### src/rtl/core/cfbe_pkg.sv
`timescale 1ns / 1ps
`default_nettype none
// ----------------------------------------------------------------------------
// cfbe_pkg
// Shared types and constants for the CAN frame bit encoder.
// ----------------------------------------------------------------------------
package cfbe_pkg;

	// input transaction layout
	localparam int IN_TDATA_W  = 104;
	localparam int IN_TUSER_W  = 2;
	localparam int OUT_TDATA_W = 16;

	// frame layout
	localparam int FRAME_W      = 103;   // longest header plus eight data bytes
	localparam int STD_HDR_BITS = 19;    // SOF, id 11, RTR, IDE, r0, DLC 4
	localparam int EXT_HDR_BITS = 39;    // SOF, id 11, SRR, IDE, id 18, RTR, r1, r0, DLC 4
	localparam int LEN_W        = 7;

	// CRC-15
	localparam int             CRC_W    = 15;
	localparam logic [CRC_W-1:0] CRC_POLY = 15'h4599;

	// bit stuffing
	localparam logic [2:0] STUFF_RUN = 3'd5;

	// control of the shared CRC unit
	typedef struct packed {
		logic clr;     // clear to zero for a new frame
		logic step;    // fold one raw bit into the remainder
		logic shift;   // shift the remainder out, MSB first
	} crc_ctl_t;

endpackage

`default_nettype wire

### src/rtl/core/cfbe_crc15.sv
`timescale 1ns / 1ps
`default_nettype none
// ----------------------------------------------------------------------------
// cfbe_crc15
// CRC-15 register: divides raw bits one per step, then shifts the remainder
// out for transmission.
// ----------------------------------------------------------------------------
module cfbe_crc15 (
	input  wire                    clk,
	input  wire                    arst_n,
	input  wire cfbe_pkg::crc_ctl_t ctl,
	input  wire                    raw_bit,
	output logic                   crc_msb
);
	import cfbe_pkg::*;

	logic [CRC_W-1:0] crc_q;
	logic             fb;

	assign fb      = raw_bit ^ crc_q[CRC_W-1];
	assign crc_msb = crc_q[CRC_W-1];

	// remainder update
	always_ff @(posedge clk or negedge arst_n) begin
		if (!arst_n) begin
			crc_q <= '0;
		end else if (ctl.clr) begin
			crc_q <= '0;
		end else if (ctl.step) begin
			crc_q <= {crc_q[CRC_W-2:0], 1'b0} ^ (fb ? CRC_POLY : '0);
		end else if (ctl.shift) begin
			crc_q <= {crc_q[CRC_W-2:0], 1'b0};
		end
	end

endmodule

`default_nettype wire

### src/rtl/core/can_frame_bit_encoder_core.sv
`timescale 1ns / 1ps
`default_nettype none
// ----------------------------------------------------------------------------
// can_frame_bit_encoder_core
// Encodes one classic CAN frame into stuffed line bits, SOF through the CRC
// delimiter, grouped GROUP_BITS bits per output transaction.
// ----------------------------------------------------------------------------
// Throughput: one line bit per cycle from the serializer while the output is not
//   stalled, stuff bits included; the shared CRC register steps once per raw
//   data bit and shifts once per CRC bit.
// Input ready only between frames; output back-pressure stalls the serializer.
// Reset (arst_n low) clears the sequencer, stuffing state and output valid.
// ----------------------------------------------------------------------------
module can_frame_bit_encoder_core #(
	parameter int GROUP_BITS = 8
) (
	input  wire                              clk,
	input  wire                              arst_n,
	// identifier[28:0], dlc[32:29], payload[96:33], zero[103:97]
	input  wire [cfbe_pkg::IN_TDATA_W-1:0]   s_axis_tdata,
	// extended[0], remote[1]
	input  wire [cfbe_pkg::IN_TUSER_W-1:0]   s_axis_tuser,
	input  wire                              s_axis_tvalid,
	output logic                             s_axis_tready,
	// line_bits[7:0], bit_count[11:8], zero[15:12]
	output logic [cfbe_pkg::OUT_TDATA_W-1:0] m_axis_tdata,
	output logic                             m_axis_tlast,
	output logic                             m_axis_tvalid,
	input  wire                              m_axis_tready
);
	import cfbe_pkg::*;

	localparam int GW = $clog2(GROUP_BITS + 1);

	typedef enum logic [1:0] {
		ST_IDLE,
		ST_DATA,
		ST_CRC,
		ST_DELIM
	} state_t;

	state_t                 state_q;
	logic [FRAME_W-1:0]     sr_q;
	logic [LEN_W-1:0]       cnt_q;
	logic                   prev_q;
	logic [2:0]             run_q;
	logic                   stuff_q;
	logic [GROUP_BITS-1:0]  grp_q;
	logic [GW-1:0]          gcnt_q;
	logic [7:0]             line_q;
	logic [3:0]             bcnt_q;
	logic                   last_q;
	logic                   mvalid_q;

	// input fields
	logic [28:0] in_id;
	logic [3:0]  in_dlc;
	logic [63:0] in_payload;
	logic        in_ext;
	logic        in_rtr;
	logic        accept;
	logic [3:0]  nbytes;
	logic [LEN_W-1:0] raw_len;
	logic [FRAME_W-1:0] frame_init;

	assign in_id      = s_axis_tdata[28:0];
	assign in_dlc     = s_axis_tdata[32:29];
	assign in_payload = s_axis_tdata[96:33];
	assign in_ext     = s_axis_tuser[0];
	assign in_rtr     = s_axis_tuser[1];

	assign s_axis_tready = (state_q == ST_IDLE);
	assign accept        = s_axis_tvalid && s_axis_tready;

	// header and data laid out MSB first; raw_len marks where data stops
	always_comb begin
		if (in_rtr) begin
			nbytes = 4'd0;
		end else if (in_dlc[3]) begin
			nbytes = 4'd8;
		end else begin
			nbytes = {1'b0, in_dlc[2:0]};
		end
		if (in_ext) begin
			frame_init = {1'b0, in_id[28:18], 2'b11, in_id[17:0], in_rtr, 2'b00,
				in_dlc, in_payload};
			raw_len    = LEN_W'(EXT_HDR_BITS) + {nbytes, 3'b000};
		end else begin
			frame_init = {1'b0, in_id[10:0], in_rtr, 2'b00, in_dlc, in_payload,
				20'h0};
			raw_len    = LEN_W'(STD_HDR_BITS) + {nbytes, 3'b000};
		end
	end

	// bit selection and emit gating
	logic     crc_msb;
	logic     line_bit;
	logic     raw_emit;
	logic     closes;
	logic     slot_free;
	logic     emit;
	logic     end_bit;
	crc_ctl_t crc_ctl;

	assign slot_free = !mvalid_q || m_axis_tready;
	assign end_bit   = (state_q == ST_DELIM) && !stuff_q;
	assign closes    = (gcnt_q == GW'(GROUP_BITS - 1)) || end_bit;
	assign emit      = (state_q != ST_IDLE) && (!closes || slot_free);
	assign raw_emit  = emit && !stuff_q &&
		((state_q == ST_DATA) || (state_q == ST_CRC));

	always_comb begin
		if (stuff_q) begin
			line_bit = !prev_q;
		end else begin
			case (state_q)
				ST_DATA: line_bit = sr_q[FRAME_W-1];
				ST_CRC:  line_bit = crc_msb;
				default: line_bit = 1'b1;
			endcase
		end
	end

	assign crc_ctl.clr   = accept;
	assign crc_ctl.step  = raw_emit && (state_q == ST_DATA);
	assign crc_ctl.shift = raw_emit && (state_q == ST_CRC);

	cfbe_crc15 u_crc (
		.clk     (clk),
		.arst_n  (arst_n),
		.ctl     (crc_ctl),
		.raw_bit (sr_q[FRAME_W-1]),
		.crc_msb (crc_msb)
	);

	// next group contents: bit goes at its left-aligned place
	logic [GROUP_BITS-1:0] grp_n;
	logic [4:0]            cnt_n;

	always_comb begin
		for (int k = 0; k < GROUP_BITS; k++) begin
			if (gcnt_q == GW'(GROUP_BITS - 1 - k)) begin
				grp_n[k] = line_bit;
			end else if (gcnt_q == '0) begin
				grp_n[k] = 1'b0;
			end else begin
				grp_n[k] = grp_q[k];
			end
		end
		cnt_n = 5'(gcnt_q) + 5'd1;
	end

	// sequencer, stuffing and output register
	always_ff @(posedge clk or negedge arst_n) begin
		if (!arst_n) begin
			state_q  <= ST_IDLE;
			cnt_q    <= '0;
			prev_q   <= 1'b1;
			run_q    <= '0;
			stuff_q  <= 1'b0;
			gcnt_q   <= '0;
			mvalid_q <= 1'b0;
		end else begin
			// a group closing this cycle refills the output slot instead
			if (mvalid_q && m_axis_tready && !(emit && closes)) begin
				mvalid_q <= 1'b0;
			end
			if (accept) begin
				state_q <= ST_DATA;
				sr_q    <= frame_init;
				cnt_q   <= raw_len;
				prev_q  <= 1'b1;
				run_q   <= '0;
				stuff_q <= 1'b0;
				gcnt_q  <= '0;
			end else if (emit) begin
				grp_q <= grp_n;
				if (closes) begin
					gcnt_q   <= '0;
					line_q   <= 8'(({grp_n, 8'h00}) >> GROUP_BITS);
					bcnt_q   <= cnt_n[3:0];
					last_q   <= end_bit;
					mvalid_q <= 1'b1;
				end else begin
					gcnt_q <= gcnt_q + GW'(1);
				end
				if (stuff_q) begin
					// stuff bit opens the next run
					prev_q  <= line_bit;
					run_q   <= 3'd1;
					stuff_q <= 1'b0;
				end else if (raw_emit) begin
					prev_q <= line_bit;
					if (line_bit == prev_q) begin
						run_q <= run_q + 3'd1;
						if (run_q + 3'd1 == STUFF_RUN) begin
							stuff_q <= 1'b1;
						end
					end else begin
						run_q <= 3'd1;
					end
				end
				case (state_q)
					ST_DATA: begin
						if (!stuff_q) begin
							sr_q <= {sr_q[FRAME_W-2:0], 1'b0};
							if (cnt_q == LEN_W'(1)) begin
								state_q <= ST_CRC;
								cnt_q   <= LEN_W'(CRC_W);
							end else begin
								cnt_q <= cnt_q - LEN_W'(1);
							end
						end
					end
					ST_CRC: begin
						if (!stuff_q) begin
							cnt_q <= cnt_q - LEN_W'(1);
							if (cnt_q == LEN_W'(1)) begin
								state_q <= ST_DELIM;
							end
						end
					end
					ST_DELIM: begin
						if (!stuff_q) begin
							state_q <= ST_IDLE;
						end
					end
					default: begin
						state_q <= ST_IDLE;
					end
				endcase
			end
		end
	end

	assign m_axis_tvalid = mvalid_q;
	assign m_axis_tlast  = last_q;
	assign m_axis_tdata  = {4'h0, bcnt_q, line_q};

	// checks
	a_idle_no_stuff : assert property (@(posedge clk) disable iff (!arst_n)
		(state_q == ST_IDLE) |-> !stuff_q)
		else $error("stuff bit pending between frames");

	a_idle_group_empty : assert property (@(posedge clk) disable iff (!arst_n)
		(state_q == ST_IDLE) |-> (gcnt_q == '0))
		else $error("partial group left after frame end");

	a_run_bounded : assert property (@(posedge clk) disable iff (!arst_n)
		run_q <= STUFF_RUN)
		else $error("run length exceeded stuffing limit");

	a_stuff_after_run : assert property (@(posedge clk) disable iff (!arst_n)
		$rose(stuff_q) |-> (run_q == STUFF_RUN))
		else $error("stuff bit raised without a full run");

endmodule

`default_nettype wire
### config.mk
export PLATFORM = sky130hd
export DESIGN_NAME = can_frame_bit_encoder_core
export DESIGN_NICKNAME = d
export VERILOG_FILES = /design/src/rtl/core/cfbe_pkg.sv /design/src/rtl/core/cfbe_crc15.sv /design/src/rtl/core/can_frame_bit_encoder_core.sv
export SDC_FILE = /design/constraint.sdc
export NUM_CORES = 1
export LEC_CHECK = 0
export BUFFER_PORTS_ARGS = -buffer_cell sky130_fd_sc_hd__buf_2
export CAP_MARGIN = 25
export CORE_MARGIN = 1.5
export CORE_UTILIZATION = 40
export CTS_CLUSTER_DIAMETER = 100
export DETAILED_ROUTE_END_ITERATION = 16
export PLACE_DENSITY_LB_ADDON = 0.3
export SYNTH_ARGS = -nofsm -noshare
export SYNTH_HDL_FRONTEND = slang
export SYNTH_HIERARCHICAL = 1
export SYNTH_SLANG_ARGS = --single-unit
### constraint.sdc
create_clock -name clk -period 7.9 [get_ports clk]
set_input_delay 1.185 -clock clk [delete_from_list [all_inputs] [get_ports clk]]
set_output_delay 1.185 -clock clk [all_outputs]
set_load 0.005 [all_outputs]
==> results.ini, run 1 <==
[clocking]
cts_buffer_depth = 2
ctsHoldBuffers = 0
numCtsBuffers = 17
cts_setup_buffers = 0
clk_pin_slew_ns = 0.06
h-tree-depth = 4
cts_tree = done
cts_resized = 0
clkSinkCount = 158
worstSkewPairLatency_ns = 0.42
root_buffer = clkbuf_16

[setup_path]
crit_buf_inv = 3
worstRegToRegCells = 8
cp_slowest_cell = nor2_4
cp_cell_sequence = inv_1 -> ha_1 -> nand2_4 -> o21ai_2 -> nor2_1 -> nor2_4 -> buf_4 -> buf_16
cp.required_ns = 7.98
crit_path_start_kind = flip-flop
cpPeakStageDelay_ns = 0.61
r2r_slack_ns = 4.40
arrival_ns = 3.59
cp_max_fo = 78
rr_endpoint = sr_q[81]
startpoint = state_q[0]
cp_top_family = simple AND/OR/NAND/NOR gates
critical_path_class = flip-flop to flip-flop
r2r-start = state_q[0]
worst_setup_path_end_kind = flip-flop

[sta]
relSlewSlack_pct = 39.53
finalSetupViolCount = 0
period_share_pct = 44.35
maxSlewViolCount = 0
rsz0062_at_grt = no
fin_worst_skew_ns = 0.006404
tns_ns = 0
holdWs_ns = 0.5113
worst_slew_pin_slew_ns = 0.9071
min_period_ns = 3.503
hold_viol_final = 0
fmax_mhz = 285.4

[layout]
fillers = 1830
diodes = 0
nets = 958
drive_gt1_share_pct = 20.17
synthToLayoutAreaGrowth_pct = 17.73

[logic_synthesis]
avgSynthCellArea_um2 = 10.87
synth-main-ff-cell = edfxtp_1
synth_cells = 737
ys_async_sr_fraction_pct = 21.52
synth_edf_count = 124
syn_area_mm2 = 0.008011
yosys.cell_types.count = 58
ys_seq_area_share_pct = 57.11
ys_seq_elements = 158
ys_warn_count = 6

[hold_path]
min_from = sr_q[14]
holdPathStages = 2
hp-class = flip-flop to flip-flop
hold_end = sr_q[15]

[global_routing]
grt_max_degree = 125
grt_overflow = 0
first_global_vias = 5252
grt_usage_pct = 17.05
grt_pass1_wl_um = 27090
antenna_found_initial = 0

[placed_design]
numPortBuffers = 117
gp_congestion = 0.7696
dp_hpwl_um = 11430

[floorplan]
dieArea_mm2 = 0.02089
die_h_um = 144.5
core.rowCount = 51
die_w_um = 144.5
coreArea_mm2 = 0.01953
ios = 129
start_util_pct = 41.03

[routing]
drtAntennaViolNets = 0
first_pass_iters = 4
drt_iter0_drc = 456
vias = 5741
routed_wl_um = 17280
viasPerCell = 5.158
wl_per_cell_um = 15.53
drc_errors = 0

[status]
status = finished clean

[flow_run]
max-cap-violations = 0

[pwr]
peakVddDrop_mv = 0.1418
p_leak_uw = 0.003994
power.density_mw_per_mm2 = 362.8

synth_stat cells, types with 5 or more instances:
| master | instances | area [um2] |
|---|---|---|
| o21ai_0 | 90 | 450.4 |
| nand3_1 | 25 | 125.1 |
| nor2_1 | 21 | 78.83 |
| a21oi_1 | 21 | 105.1 |
| ha_1 | 13 | 162.7 |
| nand3b_1 | 5 | 37.54 |
| clkbuf_1 | 30 | 112.6 |
| edfxtp_1 | 124 | 3724 |
| buf_2 | 7 | 35.03 |
| o22ai_1 | 6 | 37.54 |
| mux2i_1 | 80 | 800.8 |
| nor2b_1 | 14 | 87.58 |
| buf_1 | 5 | 18.77 |
| nor3_1 | 6 | 30.03 |
| xnor2_1 | 7 | 61.31 |
| a211oi_1 | 9 | 67.56 |
| inv_1 | 14 | 52.55 |
| nand2_1 | 154 | 578.1 |
| nand2b_1 | 6 | 37.54 |
| dfrtp_1 | 33 | 825.8 |
stage by stage:
stage,power [uW],util [%],worst slack (ns),area (um2),instances
2_1_floorplan,2323,-,1.191,8023,740
3_3_place_gp,2576,44.96,3.801,8780,1078
3_5_place_dp,2597,44.96,3.779,8780,1078
4_1_cts,3430,47.96,3.968,9365,1110
5_1_grt,3664,48.30,4.057,9432,1113
6_report,3421,48.30,4.397,9432,1113
layout by cell type (no fill, tap or decap), types with 5 or more instances in the layout:
cell / instances
nand2_1: 154
edfxtp_1: 124
buf_2: 116
o21ai_0: 90
mux2i_1: 80
dfrtp_1: 33
nand3_1: 25
a21oi_1: 21
nor2_1: 20
clkbuf_16: 17
inv_1: 14
nor2b_1: 14
ha_1: 13
a211oi_1: 9
xnor2_1: 7
nor3_1: 6
o22ai_1: 6
nand2b_1: 6
clkinvlp_4: 6
buf_4: 6
nand3b_1: 5
per-layer routing:
layer	vias to the layer above	wire (um)	track usage, %
met1	2734	8638	25.38
li1	2849	-	-
met4	0	263	6.220
met2	138	7637	24.65
met5	-	0	0
met3	20	743	3.146
sequential cells by signal, indices dropped and copies added, names as in the netlist, 2 cells and up:
signal       cells
bcnt_q           4
cnt_q            7
gcnt_q           4
grp_q            8
line_q           8
run_q            3
sr_q           103
state_q          2
u_crc/crc_q     15
worst reg2reg max path, stage by stage (launching register included):
cell     delay [ns]
dfrtp_1        0.40
inv_1          0.11
ha_1           0.46
nand2_4        0.45
o21ai_2        0.27
nor2_1         0.21
nor2_4         0.61
buf_4          0.28
buf_16         0.34
cell families (layout without fill, tap and decap cells):
| kind of cell | after synthesis | in the layout | share of synthesized area, % |
|---|---|---|---|
| AOI/OAI and AO/OA | 156 | 156 | 11.45 |
| xor gates and xnor gates | 11 | 11 | 1.437 |
| adders and majority gates | 13 | 13 | 2.030 |
| and+or+nand+nor | 253 | 253 | 14.27 |
| DFF | 158 | 158 | 57.11 |
| muxes | 82 | 82 | 10.28 |
| other | 1 | 4 | 0.04681 |
| buffers and inverters | 63 | 171 | 3.373 |
area by class of cell:
cell class	instances	area (um2)	share of cell area [%]
clock buffer	18	429.2	4.550
clock inverter	14	156.4	1.658
inverter	14	52.55	0.5572
multi-input combinational	519	3194	33.87
sequential	158	4576	48.51
tap	265	331.6	3.516
timing repair buffer	125	691.9	7.336
power by group:
part	switching (uW)	internal, uW
clock	352	471
sequential	124	1310
combinational	730	438
how the worst max path moves through the flow:
stage | to | slack [ns] | cells after the start
after floorplan | sr_q[0] | 1.19 | 6
after global placement | sr_q[98] | 3.80 | 6
after detailed placement | sr_q[95] | 3.78 | 6
after CTS | sr_q[60] | 3.97 | 7
after global routing | sr_q[101] | 4.06 | 8
final | sr_q[81] | 4.40 | 8
Note: power is estimated with default switching activity, not from simulation.
==> run 2, diff against run 1 <==
ABC_AREA = 1   (was default)
clock period = 3.7 ns   (was 7.9 ns; I/O delays follow)
==> results.ini, run 2 <==
[status]
status = finished clean

[layout]
synthToLayoutAreaGrowth_pct = 17.82  ; about the same
nets = 1026  ; +7.1%
top_regs = sr_q (103), u_crc/crc_q (15)
fillers = 1882  ; +2.8%
final_common_cell = nand2_1
top_register = sr_q
diodes = 0  ; unchanged
layout_common_cells = 219 x nand2_1, 126 x inv_1, 124 x edfxtp_1
largest_register_ffs = 103  ; unchanged
drive_gt1_share_pct = 20.74  ; +0.58 points

[setup_path]
rr_endpoint = sr_q[11]
worstRegToRegCells = 6  ; -2
cp_cell_sequence = inv_1 -> ha_1 -> nand2_4 -> buf_4 -> a21oi_4 -> buf_12
r2r_slack_ns = 1.25  ; -3.15 ns
cp-endpoint = sr_q[11]
cp_slowest_cell = dfrtp_1
crit_path_start_kind = flip-flop
arrival_ns = 2.51  ; -1.08 ns
cp_max_fo = 103  ; +32%
critical_path_class = flip-flop to flip-flop
worst_setup_path_end_kind = flip-flop
r2r-start = state_q[0]
cpPeakStageDelay_ns = 0.42  ; -0.19 ns
startpoint = state_q[0]
cp.required_ns = 3.76  ; -4.22 ns

[logic_synthesis]
synth_cells = 792  ; +7.5%
synthAdderAreaFrac_pct = 2.065  ; +0.035 points
synth-main-ff-cell = edfxtp_1
synth_compound_area_share_pct = 12.41  ; +0.96 points
synth_edf_count = 124  ; unchanged
ys_seq_area_share_pct = 58.09  ; +0.98 points
avgSynthCellArea_um2 = 9.945  ; -8.5%
synth_top_cell_by_area = edfxtp_1
syn_area_mm2 = 0.007876  ; -1.7%
yosys.cell_count.top_type = nand2_1
yosys.area_share.simple_pct = 17.57  ; +3.3 points
ys_async_sr_fraction_pct = 21.52  ; unchanged
ys_warn_count = 6  ; unchanged
yosysTopAreaCellShare_pct = 47.28  ; +0.80 points
synthXorXnorAreaFrac_pct = 0.3336  ; -1.1 points
yosys.cell_types.count = 39  ; -33%
synthMuxAreaShare_pct = 0  ; -10 points
synth.area.top_cells = edfxtp_1 47%, dfrtp_1 10%, nand2_1 10%, o221ai_1 6.7%, inv_1 6.0%
yosys-top-cells-count = 219 x nand2_1, 126 x inv_1, 124 x edfxtp_1
synth_top_family_by_area = simple AND/OR/NAND/NOR gates
ys_seq_elements = 158  ; unchanged

[sta]
worst_slew_pin_slew_ns = 0.7974  ; -0.1097 ns
rsz0062_at_grt = no
finalSetupViolCount = 0  ; unchanged
tns_ns = 0  ; unchanged
hold_viol_final = 0  ; unchanged
fin_ws_ns = 1.248  ; -3.149 ns
relSlewSlack_pct = 46.64  ; +7.1 points
fin_worst_skew_ns = 0.01311  ; +0.006710 ns
period_share_pct = 66.28  ; +22 points
min_period_ns = 2.452  ; -1.051 ns
fmax_mhz = 407.8  ; +43%
maxSlewViolCount = 0  ; unchanged

[routing]
wl_per_cell_um = 15.13  ; -2.6%
drt_iter0_drc = 479  ; +5.0%
drc_errors = 0  ; unchanged
top_layer_used = met5
viasPerCell = 5.030  ; -2.5%
route.met2.wl_um = 8297  ; +8.6%
routed_wl_um = 17870  ; +3.4%
first_pass_iters = 7  ; +3
dr_wl_met3_um = 1134  ; +53%
drtAntennaViolNets = 0  ; unchanged
wl_met1_um = 7985  ; -7.6%
vias = 5941  ; +3.5%

[hold_path]
hp-class = input pin to async pin

[clocking]
h-tree-depth = 4  ; unchanged
numCtsBuffers = 17  ; unchanged
cts_setup_buffers = 0  ; unchanged
clk_pin_slew_ns = 0.06  ; about the same
ctsHoldBuffers = 0  ; unchanged
cts_resized = 0  ; unchanged
worstSkewPairLatency_ns = 0.43  ; about the same
cts_buffer_depth = 2  ; unchanged
cts_tree = done
clkSinkCount = 158  ; unchanged
root_buffer = clkbuf_16

[placed_design]
gp_congestion = 0.8209  ; +6.7%
dp_hpwl_um = 11940  ; +4.5%
numPortBuffers = 117  ; unchanged
place_ws_ns = 1.253  ; -2.526 ns

[pwr]
power.density_mw_per_mm2 = 712.4  ; +96%
p_leak_uw = 0.004153  ; +4.0%
peakVddDrop_mv = 0.3954  ; +180%
total_power_uw = 6611  ; +93%

[floorplan]
core.rowCount = 51  ; unchanged
dieArea_mm2 = 0.02054  ; -1.6%
die_h_um = 143.3  ; -0.83%
start_util_pct = 40.60  ; -0.43 points
ios = 129  ; unchanged
coreArea_mm2 = 0.01940  ; -0.65%
die_w_um = 143.3  ; -0.83%

[global_routing]
grt_max_degree = 104  ; -17%
first_global_vias = 5732  ; +9.1%
antenna_found_initial = 3  ; +3
grt_pass1_wl_um = 29030  ; +7.2%
grt_overflow = 0  ; unchanged
grt_usage_pct = 18.34  ; +1.3 points

[flow_run]
max-cap-violations = 0  ; unchanged

-- run 2: metrics by stage --
step | std cells | util (%) | hold WS (ns) | instance area [um2]
2_1_floorplan | 795 | - | 0.2594 | 7899
3_3_place_gp | 1149 | 44.81 | 0.4675 | 8693
3_5_place_dp | 1149 | 44.81 | 0.4716 | 8693
4_1_cts | 1181 | 47.84 | 0.08360 | 9280
5_1_grt | 1181 | 47.84 | 0.1055 | 9280
6_report | 1181 | 47.84 | 0.07832 | 9280
-- run 2: final cells by class --
cell class	count	area, um2	share of cell area (%)
multi-input cells	465	2581	27.81
clock inverters	14	157.7	1.699
repair buffers	126	690.7	7.442
inverters	135	514.2	5.541
clock buffers	18	429.2	4.625
well taps	265	331.6	3.573
flip-flops and latches	158	4576	49.31
-- run 2: cells by family (layout without fill, tap and decap cells) --
logic type,count (synthesis),after routing
AOI/OAI and AO/OA,136,136
xor gates and xnor gates,3,3
adders and majority gates,13,13
buffers and inverters,172,293
DFF,158,158
other,1,4
and+or+nand+nor,309,309
-- run 2: layer usage --
metal  global-route usage [%]  vias up
li1                         -     2932
met1                    24.84     2791
met2                    28.63      183
met3                    4.465       31
met4                    6.874        4
met5                        0        -
-- run 2: power breakdown --
part | switching, uW | leakage, uW | total [uW] | internal, uW
registers | 174 | 0.00160 | 2760 | 2580
logic | 1410 | 0.00228 | 2100 | 698
clock network | 745 | 0.000274 | 1750 | 1010
total | 2330 | 0.00415 | 6610 | 4290
-- run 2: worst min path at each step --
stage | startpoint | endpoint | depth (start not counted) | slack (ns)
6_report | arst_n | gcnt_q[3] | 1 | 0.08
5_1_grt | arst_n | gcnt_q[2] | 1 | 0.11
4_1_cts | arst_n | stuff_q | 1 | 0.08
3_5_place_dp | u_crc/crc_q[10] | u_crc/crc_q[10] | 2 | 0.47
3_3_place_gp | u_crc/crc_q[10] | u_crc/crc_q[10] | 2 | 0.47
2_1_floorplan | arst_n | cnt_q[0] | 0 | 0.26
-- run 2: worst max-delay path, delay by kind of cell (launching register included) --
family | cells | cell delay [ns]
buffers and inverters | 3 | 0.82
flip-flops | 1 | 0.42
AND/OR/NAND/NOR | 1 | 0.17
adder cells (fa/ha/maj) | 1 | 0.28
AO/OA/AOI/OAI | 1 | 0.24
